File: src/design/bdo_pkg.sv
`timescale 1ns / 1ps

package bdo_pkg;

    // Largest legal BCD byte
    localparam logic [7:0] BCD_MAX = 8'h99;

    // Calendar cycle lengths of the March-based day number
    localparam logic [17:0] DAYS_400Y = 18'd146097;
    localparam logic [10:0] DAYS_4Y   = 11'd1461;
    localparam logic [7:0]  MONTH_SPAN = 8'd153;

    // 146097 = 4 * 36524 + 1 and 1461 = 4 * 365 + 1, so (k * D) / 4 = k * (D >> 2) + k / 4
    localparam logic [15:0] DAYS_400Y_Q = 16'(DAYS_400Y >> 2);
    localparam logic [8:0]  DAYS_4Y_Q   = 9'(DAYS_4Y >> 2);

    // 153 = 5 * 30 + 3, so (153 * m + 2) / 5 = 30 * m + (3 * m + 2) / 5
    localparam logic [7:0] MONTH_SPAN_Q = 8'(MONTH_SPAN / 5);
    localparam logic [7:0] MONTH_SPAN_R = 8'(MONTH_SPAN % 5);

    // Floor reciprocals: the estimate is the quotient or one below it
    localparam int R400_SH = 32;
    localparam logic [14:0] R400 = 15'((64'd1 << R400_SH) / 64'(DAYS_400Y));
    localparam int R4Y_SH = 24;
    localparam logic [13:0] R4Y = 14'((64'd1 << R4Y_SH) / 64'(DAYS_4Y));
    localparam int RMON_SH = 16;
    localparam logic [8:0] RMON = 9'((64'd1 << RMON_SH) / 64'(MONTH_SPAN));

    // Ceiling reciprocals: exact for the narrow operands they see
    localparam int RDIV5_SH = 10;
    localparam logic [7:0] RDIV5 = 8'(((64'd1 << RDIV5_SH) + 64'd4) / 64'd5);
    localparam int RDIV10_SH = 11;
    localparam logic [7:0] RDIV10 = 8'(((64'd1 << RDIV10_SH) + 64'd9) / 64'd10);

    // Highest century of a legal result year
    localparam logic [6:0] CENT_MAX = 7'd99;

    typedef struct packed {
        logic [7:0] century;
        logic [7:0] year;
        logic [7:0] month;
        logic [7:0] day;
    } date_bcd_t;

    // Day number relative to the base, with error flag and original date
    typedef struct packed {
        logic       err;
        date_bcd_t  raw;
        logic [21:0] jd;
    } dn_t;

    // Recovered date in binary
    typedef struct packed {
        logic       err;
        date_bcd_t  raw;
        logic [6:0] cen;
        logic [6:0] yr;
        logic [3:0] mon;
        logic [4:0] day;
    } date_bin_t;

    function automatic logic [6:0] bcd_dec(input logic [7:0] b);
        logic [7:0] t;
        t = {1'b0, b[7:4], 3'b000} + {3'b000, b[7:4], 1'b0} + {4'b0000, b[3:0]};
        return t[6:0];
    endfunction

    function automatic logic [7:0] bcd_enc(input logic [6:0] v);
        logic [14:0] p;
        logic [3:0]  tens;
        logic [6:0]  units;
        p     = 15'(v) * 15'(RDIV10);
        tens  = p[RDIV10_SH +: 4];
        units = v - 7'(7'(tens) * 7'd10);
        return {tens, units[3:0]};
    endfunction

endpackage

File: src/design/bcd_date_day_offset_unit.sv
`timescale 1ns / 1ps
// Pipeline: the first of the ten register stages loads at the accepting edge, and
// the result is held on the output register.
// Throughput: one transaction per cycle; every stage takes a new transaction
// whenever the stage after it moves, so only a held output stalls the pipeline.
// Reset: rst_n clears every stage valid bit asynchronously; data registers hold
// no reset value and there is no clearing pass.

module bcd_date_day_offset_unit (
    input  logic        clk,
    input  logic        rst_n,
    input  logic        in_valid,
    output logic        in_ready,
    input  logic        op,
    input  logic [7:0]  century_bcd,
    input  logic [7:0]  year_bcd,
    input  logic [7:0]  month_bcd,
    input  logic [7:0]  day_bcd,
    input  logic [15:0] day_count,
    output logic        out_valid,
    input  logic        out_ready,
    output logic [7:0]  century_out,
    output logic [7:0]  year_out,
    output logic [7:0]  month_out,
    output logic [7:0]  day_out,
    output logic        error
);

    bdo_pkg::date_bcd_t in_date;
    bdo_pkg::date_bcd_t out_date;
    bdo_pkg::dn_t       dn;
    bdo_pkg::date_bin_t db;
    logic               dn_valid, dn_ready;
    logic               db_valid, db_ready;

    // Pack the input bytes, century in the top byte
    assign in_date = {century_bcd, year_bcd, month_bcd, day_bcd};

    // Stages one to three: decode the BCD date, build the March-based day
    // number and apply the signed offset. A day number below one flags error.
    bdo_day_number u_day_number (
        .clk       (clk),
        .rst_n     (rst_n),
        .in_valid  (in_valid),
        .in_ready  (in_ready),
        .op        (op),
        .in_date   (in_date),
        .day_count (day_count),
        .dn_valid  (dn_valid),
        .dn_ready  (dn_ready),
        .dn        (dn)
    );

    // Stages four to nine: split the day number back into century, year,
    // month and day. Each 400-year, four-year and month division is a reciprocal
    // multiply in one stage followed by a single correcting subtract in the next.
    bdo_date_recover u_date_recover (
        .clk      (clk),
        .rst_n    (rst_n),
        .dn_valid (dn_valid),
        .dn_ready (dn_ready),
        .dn       (dn),
        .db_valid (db_valid),
        .db_ready (db_ready),
        .db       (db)
    );

    // Stage ten: range-check the year, BCD-encode, and hold the transaction
    // in the output register. On error return the input date untouched.
    bdo_bcd_out u_bcd_out (
        .clk       (clk),
        .rst_n     (rst_n),
        .db_valid  (db_valid),
        .db_ready  (db_ready),
        .db        (db),
        .out_valid (out_valid),
        .out_ready (out_ready),
        .out_date  (out_date),
        .out_err   (error)
    );

    assign century_out = out_date.century;
    assign year_out    = out_date.year;
    assign month_out   = out_date.month;
    assign day_out     = out_date.day;

endmodule

File: src/design/bdo_day_number.sv
`timescale 1ns / 1ps

module bdo_day_number (
    input  logic              clk,
    input  logic              rst_n,
    input  logic              in_valid,
    output logic              in_ready,
    input  logic              op,
    input  bdo_pkg::date_bcd_t in_date,
    input  logic [15:0]       day_count,
    output logic              dn_valid,
    input  logic              dn_ready,
    output bdo_pkg::dn_t      dn
);

    typedef struct packed {
        logic              err;
        logic              op;
        logic [15:0]       cnt;
        bdo_pkg::date_bcd_t raw;
        logic [6:0]        cen;
        logic [6:0]        yr;
        logic [6:0]        mon;
        logic [6:0]        day;
    } dec_t;

    typedef struct packed {
        logic              err;
        logic              op;
        logic [15:0]       cnt;
        bdo_pkg::date_bcd_t raw;
        logic [21:0]       tc;
        logic [15:0]       ty;
        logic [11:0]       tm;
        logic [6:0]        day;
    } mul_t;

    dec_t         s1_reg, s1_next;
    mul_t         s2_reg, s2_next;
    bdo_pkg::dn_t s3_reg, s3_next;
    logic         s1_valid_reg, s2_valid_reg, s3_valid_reg;
    logic         s1_ready, s2_ready, s3_ready;

    assign s3_ready = !s3_valid_reg || dn_ready;
    assign s2_ready = !s2_valid_reg || s3_ready;
    assign s1_ready = !s1_valid_reg || s2_ready;
    assign in_ready = s1_ready;

    // Decode the BCD bytes and shift the year to start in March
    always_comb
    begin
        logic [6:0] cen_d;
        logic [6:0] yr_d;
        logic [6:0] mon_d;
        cen_d = bdo_pkg::bcd_dec(in_date.century);
        yr_d  = bdo_pkg::bcd_dec(in_date.year);
        mon_d = bdo_pkg::bcd_dec(in_date.month);
        s1_next.err = (in_date.century > bdo_pkg::BCD_MAX) ||
                      (in_date.year > bdo_pkg::BCD_MAX) ||
                      (in_date.month > bdo_pkg::BCD_MAX) ||
                      (in_date.day > bdo_pkg::BCD_MAX) ||
                      (cen_d == 7'd0 && yr_d == 7'd0);
        s1_next.op  = op;
        s1_next.cnt = day_count;
        s1_next.raw = in_date;
        s1_next.day = bdo_pkg::bcd_dec(in_date.day);
        s1_next.cen = cen_d;
        s1_next.yr  = yr_d;
        if (mon_d > 7'd2)
        begin
            s1_next.mon = mon_d - 7'd3;
        end
        else
        begin
            s1_next.mon = mon_d + 7'd9;
            if (yr_d == 7'd0)
            begin
                s1_next.yr  = 7'd99;
                s1_next.cen = cen_d - 7'd1;
            end
            else
            begin
                s1_next.yr = yr_d - 7'd1;
            end
        end
    end

    // Scale century, year and month into days
    always_comb
    begin
        logic [21:0] tc_mul;
        logic [15:0] ty_mul;
        logic [8:0]  m3;
        logic [15:0] p5;
        tc_mul = 22'(s1_reg.cen) * 22'(bdo_pkg::DAYS_400Y_Q);
        ty_mul = 16'(s1_reg.yr) * 16'(bdo_pkg::DAYS_4Y_Q);
        m3     = 9'(s1_reg.mon) * 9'(bdo_pkg::MONTH_SPAN_R) + 9'd2;
        p5     = 16'(m3) * 16'(bdo_pkg::RDIV5);
        s2_next.err = s1_reg.err;
        s2_next.op  = s1_reg.op;
        s2_next.cnt = s1_reg.cnt;
        s2_next.raw = s1_reg.raw;
        s2_next.day = s1_reg.day;
        s2_next.tc  = tc_mul + 22'(s1_reg.cen[6:2]);
        s2_next.ty  = ty_mul + 16'(s1_reg.yr[6:2]);
        s2_next.tm  = 12'(s1_reg.mon) * 12'(bdo_pkg::MONTH_SPAN_Q) +
                      12'(p5[bdo_pkg::RDIV5_SH +: 6]);
    end

    // Sum the day number and apply the offset; flag anything not above zero as an error
    always_comb
    begin
        logic [21:0] sum;
        logic [23:0] js;
        sum = s2_reg.tc + 22'(s2_reg.ty) + 22'(s2_reg.tm) + 22'(s2_reg.day);
        if (s2_reg.op)
        begin
            js = 24'(sum) - 24'(s2_reg.cnt);
        end
        else
        begin
            js = 24'(sum) + 24'(s2_reg.cnt);
        end
        s3_next.err = s2_reg.err || js[23] || (js == 24'd0);
        s3_next.raw = s2_reg.raw;
        s3_next.jd  = js[21:0];
    end

    always_ff @(posedge clk or negedge rst_n)
    begin
        if (!rst_n)
        begin
            s1_valid_reg <= 1'b0;
            s2_valid_reg <= 1'b0;
            s3_valid_reg <= 1'b0;
        end
        else
        begin
            if (s1_ready)
                s1_valid_reg <= in_valid;
            if (s2_ready)
                s2_valid_reg <= s1_valid_reg;
            if (s3_ready)
                s3_valid_reg <= s2_valid_reg;
        end
    end

    always_ff @(posedge clk)
    begin
        if (s1_ready && in_valid)
            s1_reg <= s1_next;
        if (s2_ready && s1_valid_reg)
            s2_reg <= s2_next;
        if (s3_ready && s2_valid_reg)
            s3_reg <= s3_next;
    end

    assign dn_valid = s3_valid_reg;
    assign dn       = s3_reg;

endmodule

File: src/design/bdo_date_recover.sv
`timescale 1ns / 1ps

module bdo_date_recover (
    input  logic              clk,
    input  logic              rst_n,
    input  logic              dn_valid,
    output logic              dn_ready,
    input  bdo_pkg::dn_t      dn,
    output logic              db_valid,
    input  logic              db_ready,
    output bdo_pkg::date_bin_t db
);

    typedef struct packed {
        logic              err;
        bdo_pkg::date_bcd_t raw;
        logic [23:0]       x;
        logic [6:0]        q_est;
    } s4_t;

    typedef struct packed {
        logic              err;
        bdo_pkg::date_bcd_t raw;
        logic [6:0]        q;
        logic [15:0]       r;
    } s5_t;

    typedef struct packed {
        logic              err;
        bdo_pkg::date_bcd_t raw;
        logic [6:0]        q;
        logic [17:0]       x2;
        logic [6:0]        j_est;
    } s6_t;

    typedef struct packed {
        logic              err;
        bdo_pkg::date_bcd_t raw;
        logic [6:0]        q;
        logic [6:0]        jy;
        logic [10:0]       x3;
    } s7_t;

    typedef struct packed {
        logic              err;
        bdo_pkg::date_bcd_t raw;
        logic [6:0]        q;
        logic [6:0]        jy;
        logic [10:0]       x3;
        logic [3:0]        m_est;
    } s8_t;

    s4_t s4_reg, s4_next;
    s5_t s5_reg, s5_next;
    s6_t s6_reg, s6_next;
    s7_t s7_reg, s7_next;
    s8_t s8_reg, s8_next;
    bdo_pkg::date_bin_t s9_reg, s9_next;

    logic s4_valid_reg, s5_valid_reg, s6_valid_reg;
    logic s7_valid_reg, s8_valid_reg, s9_valid_reg;
    logic s4_ready, s5_ready, s6_ready, s7_ready, s8_ready, s9_ready;

    assign s9_ready = !s9_valid_reg || db_ready;
    assign s8_ready = !s8_valid_reg || s9_ready;
    assign s7_ready = !s7_valid_reg || s8_ready;
    assign s6_ready = !s6_valid_reg || s7_ready;
    assign s5_ready = !s5_valid_reg || s6_ready;
    assign s4_ready = !s4_valid_reg || s5_ready;
    assign dn_ready = s4_ready;

    // Estimate the 400-year quotient of 4j - 1
    always_comb
    begin
        logic [38:0] p1;
        s4_next.err   = dn.err;
        s4_next.raw   = dn.raw;
        s4_next.x     = {dn.jd, 2'b00} - 24'd1;
        p1            = 39'(s4_next.x) * 39'(bdo_pkg::R400);
        s4_next.q_est = p1[bdo_pkg::R400_SH +: 7];
    end

    // Correct the 400-year quotient, keep the day within the cycle
    always_comb
    begin
        logic [24:0] rem;
        rem = 25'(s4_reg.x) - 25'(s4_reg.q_est) * 25'(bdo_pkg::DAYS_400Y);
        s5_next.err = s4_reg.err;
        s5_next.raw = s4_reg.raw;
        s5_next.q   = s4_reg.q_est;
        if (rem >= 25'(bdo_pkg::DAYS_400Y))
        begin
            s5_next.q = s4_reg.q_est + 7'd1;
            rem       = rem - 25'(bdo_pkg::DAYS_400Y);
        end
        s5_next.r = rem[17:2];
    end

    // Estimate the year within the century
    always_comb
    begin
        logic [31:0] p2;
        s6_next.err   = s5_reg.err;
        s6_next.raw   = s5_reg.raw;
        s6_next.q     = s5_reg.q;
        s6_next.x2    = {s5_reg.r, 2'b11};
        p2            = 32'(s6_next.x2) * 32'(bdo_pkg::R4Y);
        s6_next.j_est = p2[bdo_pkg::R4Y_SH +: 7];
    end

    // Correct the year, form the day of the March year
    always_comb
    begin
        logic [17:0] rem2;
        logic [11:0] r3w;
        s7_next.err = s6_reg.err;
        s7_next.raw = s6_reg.raw;
        s7_next.q   = s6_reg.q;
        s7_next.jy  = s6_reg.j_est;
        rem2 = s6_reg.x2 - 18'(s6_reg.j_est) * 18'(bdo_pkg::DAYS_4Y);
        if (rem2 >= 18'(bdo_pkg::DAYS_4Y))
        begin
            s7_next.jy = s6_reg.j_est + 7'd1;
            rem2       = rem2 - 18'(bdo_pkg::DAYS_4Y);
        end
        r3w        = 12'(rem2[10:0]) + 12'd4;
        s7_next.x3 = 11'(r3w[10:2]) * 11'd5 - 11'd3;
    end

    // Estimate the March-based month
    always_comb
    begin
        logic [19:0] p3;
        s8_next.err   = s7_reg.err;
        s8_next.raw   = s7_reg.raw;
        s8_next.q     = s7_reg.q;
        s8_next.jy    = s7_reg.jy;
        s8_next.x3    = s7_reg.x3;
        p3            = 20'(s7_reg.x3) * 20'(bdo_pkg::RMON);
        s8_next.m_est = p3[bdo_pkg::RMON_SH +: 4];
    end

    // Correct the month, take the day, move back to a January year
    always_comb
    begin
        logic [10:0] rem3;
        logic [3:0]  m;
        logic [7:0]  d5;
        logic [15:0] pd;
        m    = s8_reg.m_est;
        rem3 = s8_reg.x3 - 11'(s8_reg.m_est) * 11'(bdo_pkg::MONTH_SPAN);
        if (rem3 >= 11'(bdo_pkg::MONTH_SPAN))
        begin
            m    = s8_reg.m_est + 4'd1;
            rem3 = rem3 - 11'(bdo_pkg::MONTH_SPAN);
        end
        d5 = 8'(rem3) + 8'd5;
        pd = 16'(d5) * 16'(bdo_pkg::RDIV5);
        s9_next.err = s8_reg.err;
        s9_next.raw = s8_reg.raw;
        s9_next.day = pd[bdo_pkg::RDIV5_SH +: 5];
        s9_next.cen = s8_reg.q;
        s9_next.yr  = s8_reg.jy;
        if (m < 4'd10)
        begin
            s9_next.mon = m + 4'd3;
        end
        else
        begin
            s9_next.mon = m - 4'd9;
            if (s8_reg.jy == 7'd99)
            begin
                s9_next.yr  = 7'd0;
                s9_next.cen = s8_reg.q + 7'd1;
            end
            else
            begin
                s9_next.yr = s8_reg.jy + 7'd1;
            end
        end
    end

    always_ff @(posedge clk or negedge rst_n)
    begin
        if (!rst_n)
        begin
            s4_valid_reg <= 1'b0;
            s5_valid_reg <= 1'b0;
            s6_valid_reg <= 1'b0;
            s7_valid_reg <= 1'b0;
            s8_valid_reg <= 1'b0;
            s9_valid_reg <= 1'b0;
        end
        else
        begin
            if (s4_ready)
                s4_valid_reg <= dn_valid;
            if (s5_ready)
                s5_valid_reg <= s4_valid_reg;
            if (s6_ready)
                s6_valid_reg <= s5_valid_reg;
            if (s7_ready)
                s7_valid_reg <= s6_valid_reg;
            if (s8_ready)
                s8_valid_reg <= s7_valid_reg;
            if (s9_ready)
                s9_valid_reg <= s8_valid_reg;
        end
    end

    always_ff @(posedge clk)
    begin
        if (s4_ready && dn_valid)
            s4_reg <= s4_next;
        if (s5_ready && s4_valid_reg)
            s5_reg <= s5_next;
        if (s6_ready && s5_valid_reg)
            s6_reg <= s6_next;
        if (s7_ready && s6_valid_reg)
            s7_reg <= s7_next;
        if (s8_ready && s7_valid_reg)
            s8_reg <= s8_next;
        if (s9_ready && s8_valid_reg)
            s9_reg <= s9_next;
    end

    assign db_valid = s9_valid_reg;
    assign db       = s9_reg;

endmodule

File: src/design/bdo_bcd_out.sv
`timescale 1ns / 1ps

module bdo_bcd_out (
    input  logic              clk,
    input  logic              rst_n,
    input  logic              db_valid,
    output logic              db_ready,
    input  bdo_pkg::date_bin_t db,
    output logic              out_valid,
    input  logic              out_ready,
    output bdo_pkg::date_bcd_t out_date,
    output logic              out_err
);

    typedef struct packed {
        bdo_pkg::date_bcd_t date;
        logic              err;
    } res_t;

    res_t res_reg, res_next;
    logic out_valid_reg;

    assign db_ready = !out_valid_reg || out_ready;

    // Range-check the year, then encode or fall back to the input date
    always_comb
    begin
        logic bad;
        bad = db.err || (db.cen > bdo_pkg::CENT_MAX) ||
              (db.cen == 7'd0 && db.yr == 7'd0);
        res_next.err = bad;
        if (bad)
        begin
            res_next.date = db.raw;
        end
        else
        begin
            res_next.date.century = bdo_pkg::bcd_enc(db.cen);
            res_next.date.year    = bdo_pkg::bcd_enc(db.yr);
            res_next.date.month   = bdo_pkg::bcd_enc(7'(db.mon));
            res_next.date.day     = bdo_pkg::bcd_enc(7'(db.day));
        end
    end

    always_ff @(posedge clk or negedge rst_n)
    begin
        if (!rst_n)
            out_valid_reg <= 1'b0;
        else if (db_ready)
            out_valid_reg <= db_valid;
    end

    always_ff @(posedge clk)
    begin
        if (db_ready && db_valid)
            res_reg <= res_next;
    end

    assign out_valid = out_valid_reg;
    assign out_date  = res_reg.date;
    assign out_err   = res_reg.err;

endmodule

File: config.mk
export PLATFORM = sky130hd
export DESIGN_NAME = bcd_date_day_offset_unit
export DESIGN_NICKNAME = d
export VERILOG_FILES = /design/src/design/bdo_pkg.sv /design/src/design/bcd_date_day_offset_unit.sv /design/src/design/bdo_day_number.sv /design/src/design/bdo_date_recover.sv /design/src/design/bdo_bcd_out.sv
export SDC_FILE = /design/constraint.sdc
export NUM_CORES = 2
export LEC_CHECK = 0
export BUFFER_PORTS_ARGS = -buffer_cell sky130_fd_sc_hd__buf_2
export CORE_MARGIN = 8
export CORE_UTILIZATION = 45
export DETAILED_ROUTE_END_ITERATION = 8
export GPL_ROUTABILITY_DRIVEN = 0
export GPL_TIMING_DRIVEN = 0
export PLACE_DENSITY = 0.59
export SLEW_MARGIN = 20
export SYNTH_ARGS = -nofsm -noshare
export SYNTH_HDL_FRONTEND = slang
export SYNTH_SLANG_ARGS = --single-unit
File: constraint.sdc
create_clock -name clk -period 10.5 [get_ports clk]
set_input_delay 0.525 -clock clk [delete_from_list [all_inputs] [get_ports clk]]
set_output_delay 0.525 -clock clk [all_outputs]
set_load 0.01 [all_outputs]
* Word level (Yosys, flattened, before mapping)
Cells that the tools add are included.
** Word-level totals
- Logic and storage cells :: 228
- Register bits after elaboration :: 642
- Input bits :: 53
- Output and inout bits :: 35
** Operators by class
- Equal/unequal tests :: 1
- Multiply operators :: 21
- Add/subtract/negate cells :: 42
- Muxes and demuxes :: 16
- Reduce and logical (&&, ||, !) cells :: 45
- $lt $le $gt $ge :: 10
** Operators by type and width (number)
- 2-to-1 mux 7 bit :: 7
- multiplier 24 x 14 -> 38 bit (second input constant) :: 1
- > comparator 8 bit (second input constant) :: 4
- 2-to-1 mux 32 bit :: 1
- multiplier 18 x 14 -> 31 bit (second input constant) :: 1
- multiplier 7 x 8 -> 15 bit (second input constant) :: 2
- adder 7 x 1 -> 7 bit (second input constant) :: 4
- adder 7 x 4 -> 7 bit :: 4
- adder 7 x 5 -> 7 bit :: 4
- logical NOT 7 bit :: 4
- 2-to-1 mux 14 bit :: 2
- >= comparator 25 x 18 -> 1 bit (second input constant) :: 1
- multiplier 7 x 18 -> 25 bit (second input constant) :: 1
- subtractor 24 x 25 -> 25 bit :: 1
- logical NOT 24 bit :: 1
- 2-to-1 mux 24 bit :: 1
- subtractor 24 x 1 -> 24 bit (second input constant) :: 1
- adder 22 x 16 -> 23 bit :: 1
- subtractor 22 x 16 -> 23 bit :: 1
- adder 22 x 12 -> 22 bit :: 1
- adder 22 x 16 -> 22 bit :: 1
- adder 22 x 5 -> 22 bit :: 1
- adder 22 x 7 -> 22 bit :: 1
- multiplier 7 x 14 -> 20 bit (second input constant) :: 1
- 45 further kinds :: 88

* Logic depth before layout (Yosys ltp)
- Word-level depth :: 12
- Depth in mapped cells :: 40
- Depth with buffers taken out :: 37

* By module
A second synthesis with hierarchy kept.
** Second synthesis, totals
- Cells, all modules :: 4669
- Area, all modules :: 54870.1 um2
** By module, submodules not included
- bdo_date_recover :: cells each 2770, area an instance 32957.9 um2, instances 1, sequential area each 10870.4 um2
- bdo_day_number :: cells each 1495, area an instance 17633.2 um2, instances 1, sequential area each 7221.9 um2
- bdo_bcd_out :: cells each 404, area an instance 4279.1 um2, instances 1, sequential area each 1016.0 um2

* Least setup slack after synthesis
No wires, ideal clock.
- Path type :: reg2reg
- Start point :: register u_date_recover.s6_reg[4] (netlist bit)
- End point :: register u_date_recover.s7_reg[10] (netlist bit) (data pin)
- Clock period less this slack :: 8.309 ns
- Required time :: 10.237 ns
- Buffers on the path :: 3
- Arrival time :: 8.046 ns
- Cell stages (with the launch flop) :: 39
- Setup slack :: 2.191 ns
- Library setup time :: 0.263 ns
- Cells stage by stage :: edfxtp_1 -> ha_1 -> inv_1 -> fa_1 -> fa_1 -> inv_1 -> fa_1 -> inv_1 -> ha_1 -> buf_6 -> a21o_1 -> a221oi_2 -> xnor2_1 -> a31oi_1 -> o221a_1 -> and3_1 -> buf_6 -> buf_12 -> [3 not listed] -> nand2_1 -> or4_1 -> a21oi_2 -> a211oi_4 -> xnor2_2 -> fa_1 -> inv_1 -> ha_1 -> nor2b_1 -> o21a_1 -> o21a_1 -> o21ai_0 -> nand2_1 -> a21oi_1 -> o21bai_1 -> xnor2_1 -> xnor2_1 -> xnor2_1
** RTL lines
- start, declared :: line bdo_date_recover.sv:55 : s6_t s6_reg, s6_next;
- start signal, assigned :: line bdo_date_recover.sv:218 : s6_reg <= s6_next;
- end signal, assigned :: line bdo_date_recover.sv:220 : s7_reg <= s7_next;
- end, declared :: line bdo_date_recover.sv:56 : s7_t s7_reg, s7_next;

==> results.md <==
- I/O pins: roughly 90
- Horiz. Die Dim: ~360 um
- Critical Path AT: 9.71 ns
- Sequential area share after synthesis: 35.2%
- Final Util: between 40% and 50%
- Synth Area in Adders: 38.3%
- # clock sinks: 638
- Synth Area in Compound Gates: 8.20%
- Clock Skew: 0.0252 ns
- Placed insts: 6279
- DRT antenna net count: 0
- Critical path required time: roughly 11 ns
- WHS: 0.0739 ns
- Vias in the first global route: 33597
- HPWL after DPL: around 83 mm
- Largest register FFs: 106
- Synth Cell Area: ~54000 um2
- Drt drc: 0
- Initial Util: between 40% and 50%
- Mapped Avg Cell Area: 11.9 um2
- Number of enable flip-flop cells after synthesis: 628
- Ys Warns: 0
- Clock-pin slew on the worst setup and hold paths: 0.06 ns
- Max frequency: 0.107 GHz
- Yosys reg bits: 638
- Buf+Inv Stages, Crit Path: 6
- Slew at the pin closest to its max-slew limit: 1.09 ns
- WL/cell: ~16 um
- Setup CP Type: flop to flop
- Core area: 120000 um2
- Initial antenna violation count: 6
- Via/cell ratio: 4.98
- Worst slew margin: 27.1%
- Grt total ovfl: 0
- Final setup viols: 0
- Largest net degree at the start of global routing: 54
- Fin. max-slew vios: 0
- Die footprint: around 130000 um2
- Syn nets: 5993
- Non-Filler Instances: ~6400
- Slowest CP cell: fa_1
- Met3 Usage GRT: 2.29%
- Critical path capture point type: flop
- Ys flop type: edfxtp_1
- # nets final: 6173
- Share of cells above drive strength 1: under 10%
- Clk buf depth: 3
- Startpoint Class: flop
- GR Util met2: roughly 27%
- Via count: 31946
- Crit Path Max Fanout: 10
- CP max stage delay: 0.52 ns
- Hold WC Path Type: input pin to flop
- Final Cycle Share: 89.1%
- Area grow syn2layout: 10.2%
- Commonest non-fill, non-tap cells in the layout: 908 x ha_1, 890 x inv_1, 628 x edfxtp_1
- First-pass GRT wire length: between 150 and 200 mm
- DR pass1 iterations: 5
- Async set-or-reset flop fraction in the synthesized netlist: 1.57%
- CTS tree: built
- Busiest grt layer: met2
- I/O Buffers: 87
- Clock root buffer: clkbuf_16
- TritonCTS Buffers: 73
- Die Ht: 363 um
- Cell family with most CP delay: adder cells
- R2R setup slack: 1.15 ns
- Outcome: complete, no violations
- Fin Setup TNS: 0 ns
- Gate count of the mapped netlist: 4563
- Post-Synth Simple-Gate Area: 5.87%
- XOR/XNOR Fraction of Synth Area: under 10%
- Post-route minimum period: between 9 and 10 ns
- RSZ-0062 raised after global routing: false
- Worst skew pair latency: 0.64 ns
- Largest family of logic cells by synthesized area: adder cells
- Most common cell after layout, fill and taps aside: ha_1
- H-tree Lvls: 3
- Met1 usage: approximately a fifth
- Tot GR Track Use: 15.7%
- Count of different cell masters after synthesis: 96
- Row Count: 127
- MaxCap Viol Count: 0
- Final Hold Viols: 0
- Post-synthesis mux area share: 0.600%
- Routed Wire Length: a little over 100 mm
- Drt first-iter violations: 1458
- Post-CTS setup buffers: 0
worst register-to-register path, delay by kind of cell, from the launching register on:
kind                     cells  cell delay, ns
adder cells (fa/ha/maj)      8            3.20
AO/OA/AOI/OAI               10            1.71
AND/OR/NAND/NOR              8            1.77
buffers and inverters        6            0.79
flip-flops                   1            0.45
XOR/XNOR                     5            1.16
routing by layer:
metal	vias to the layer above	routed length [um]
met5	-	20
met4	2	2830
met3	149	2920
met2	369	48900
met1	15388	46600
li1	16038	-
Yosys cell counts, types with 7 or more instances:
cell,n,area (um2)
nand2_1,127,477
o211ai_1,17,128
a22oi_1,9,67.6
a21oi_1,188,941
nor2b_1,34,213
mux2_2,20,225
or4_1,9,67.6
a211oi_1,17,128
ha_1,908,11400
o21ai_0,118,591
a221oi_1,7,61.3
nor2_1,110,413
nor3_1,59,295
and3_1,29,181
a31o_2,10,87.6
and2_1,27,169
a41o_1,7,70.1
xnor2_1,220,1930
clkbuf_1,20,75.1
a31oi_1,28,175
a21boi_0,10,75.1
fa_1,469,9390
xor2_1,91,797
o31ai_1,10,75.1
o21a_1,33,248
nor4_1,14,87.6
nand3_1,51,255
o21bai_1,37,278
nand3b_1,8,60.1
nand4_1,31,194
edfxtp_1,628,18900
inv_1,890,3340
a21o_1,94,706
or2_2,26,163
or3_1,22,138
mux2i_1,10,100
nand2b_1,33,206
dfrtp_1,10,250
worst paths after layout:
check / start / to / depth (start not counted)
max: u_date_recover.s6_reg[0]$_DFFE_PP_ / u_date_recover.s7_reg[10]$_DFFE_PP_ / 37
min: day_count[15] / u_day_number.s1_reg[75]$_DFFE_PP_ / 1
max reg2reg: u_date_recover.s6_reg[0]$_DFFE_PP_ / u_date_recover.s7_reg[10]$_DFFE_PP_ / 37
min reg2reg: u_date_recover.s6_reg[28]$_DFFE_PP_ / u_date_recover.s7_reg[21]$_DFFE_PP_ / 0
max in group asynchronous: rst_n / u_date_recover.db_valid$_DFFE_PN0P_ / 2
min in group asynchronous: rst_n / u_date_recover.s4_valid_reg$_DFFE_PN0P_ / 2
per-stage QoR:
step,setup slack [ns],area (um2)
2_1_floorplan,2.19,54200
3_3_place_gp,1.28,56700
3_5_place_dp,1.22,57200
4_1_cts,1.16,59800
5_1_grt,0.612,59800
6_report,1.15,59800
layout make-up:
type,count,area [um2]
Antenna cell,1,2.50
Buffer,29,151
Clock buffer,85,1890
Clock inverter,48,616
Fill cell,10582,59900
Inverter,891,3340
Multi-Input combinational cell,3005,31800
Sequential cell,638,19100
Tap cell,1612,2020
Timing Repair Buffer,105,852
cells by family (layout without fill, tap and decap cells):
logic type / after synthesis / after routing
adders and majority gates: 1377 / 1377
buffers and inverters: 920 / 1158
AOI/OAI and AO/OA: 667 / 667
DFF: 638 / 638
and+or+nand+nor: 610 / 610
xor gates and xnor gates: 321 / 321
muxes: 30 / 30
other: 0 / 1
repair_timing:
action / CTS / global route
endpoints found under the hold margin: 10 / 0
resized for setup: 0 / 0
hold buffers: 1 / 0
Power is not shown: default switching activity piles up to over one toggle a cycle in this logic, so the estimate is an artifact.
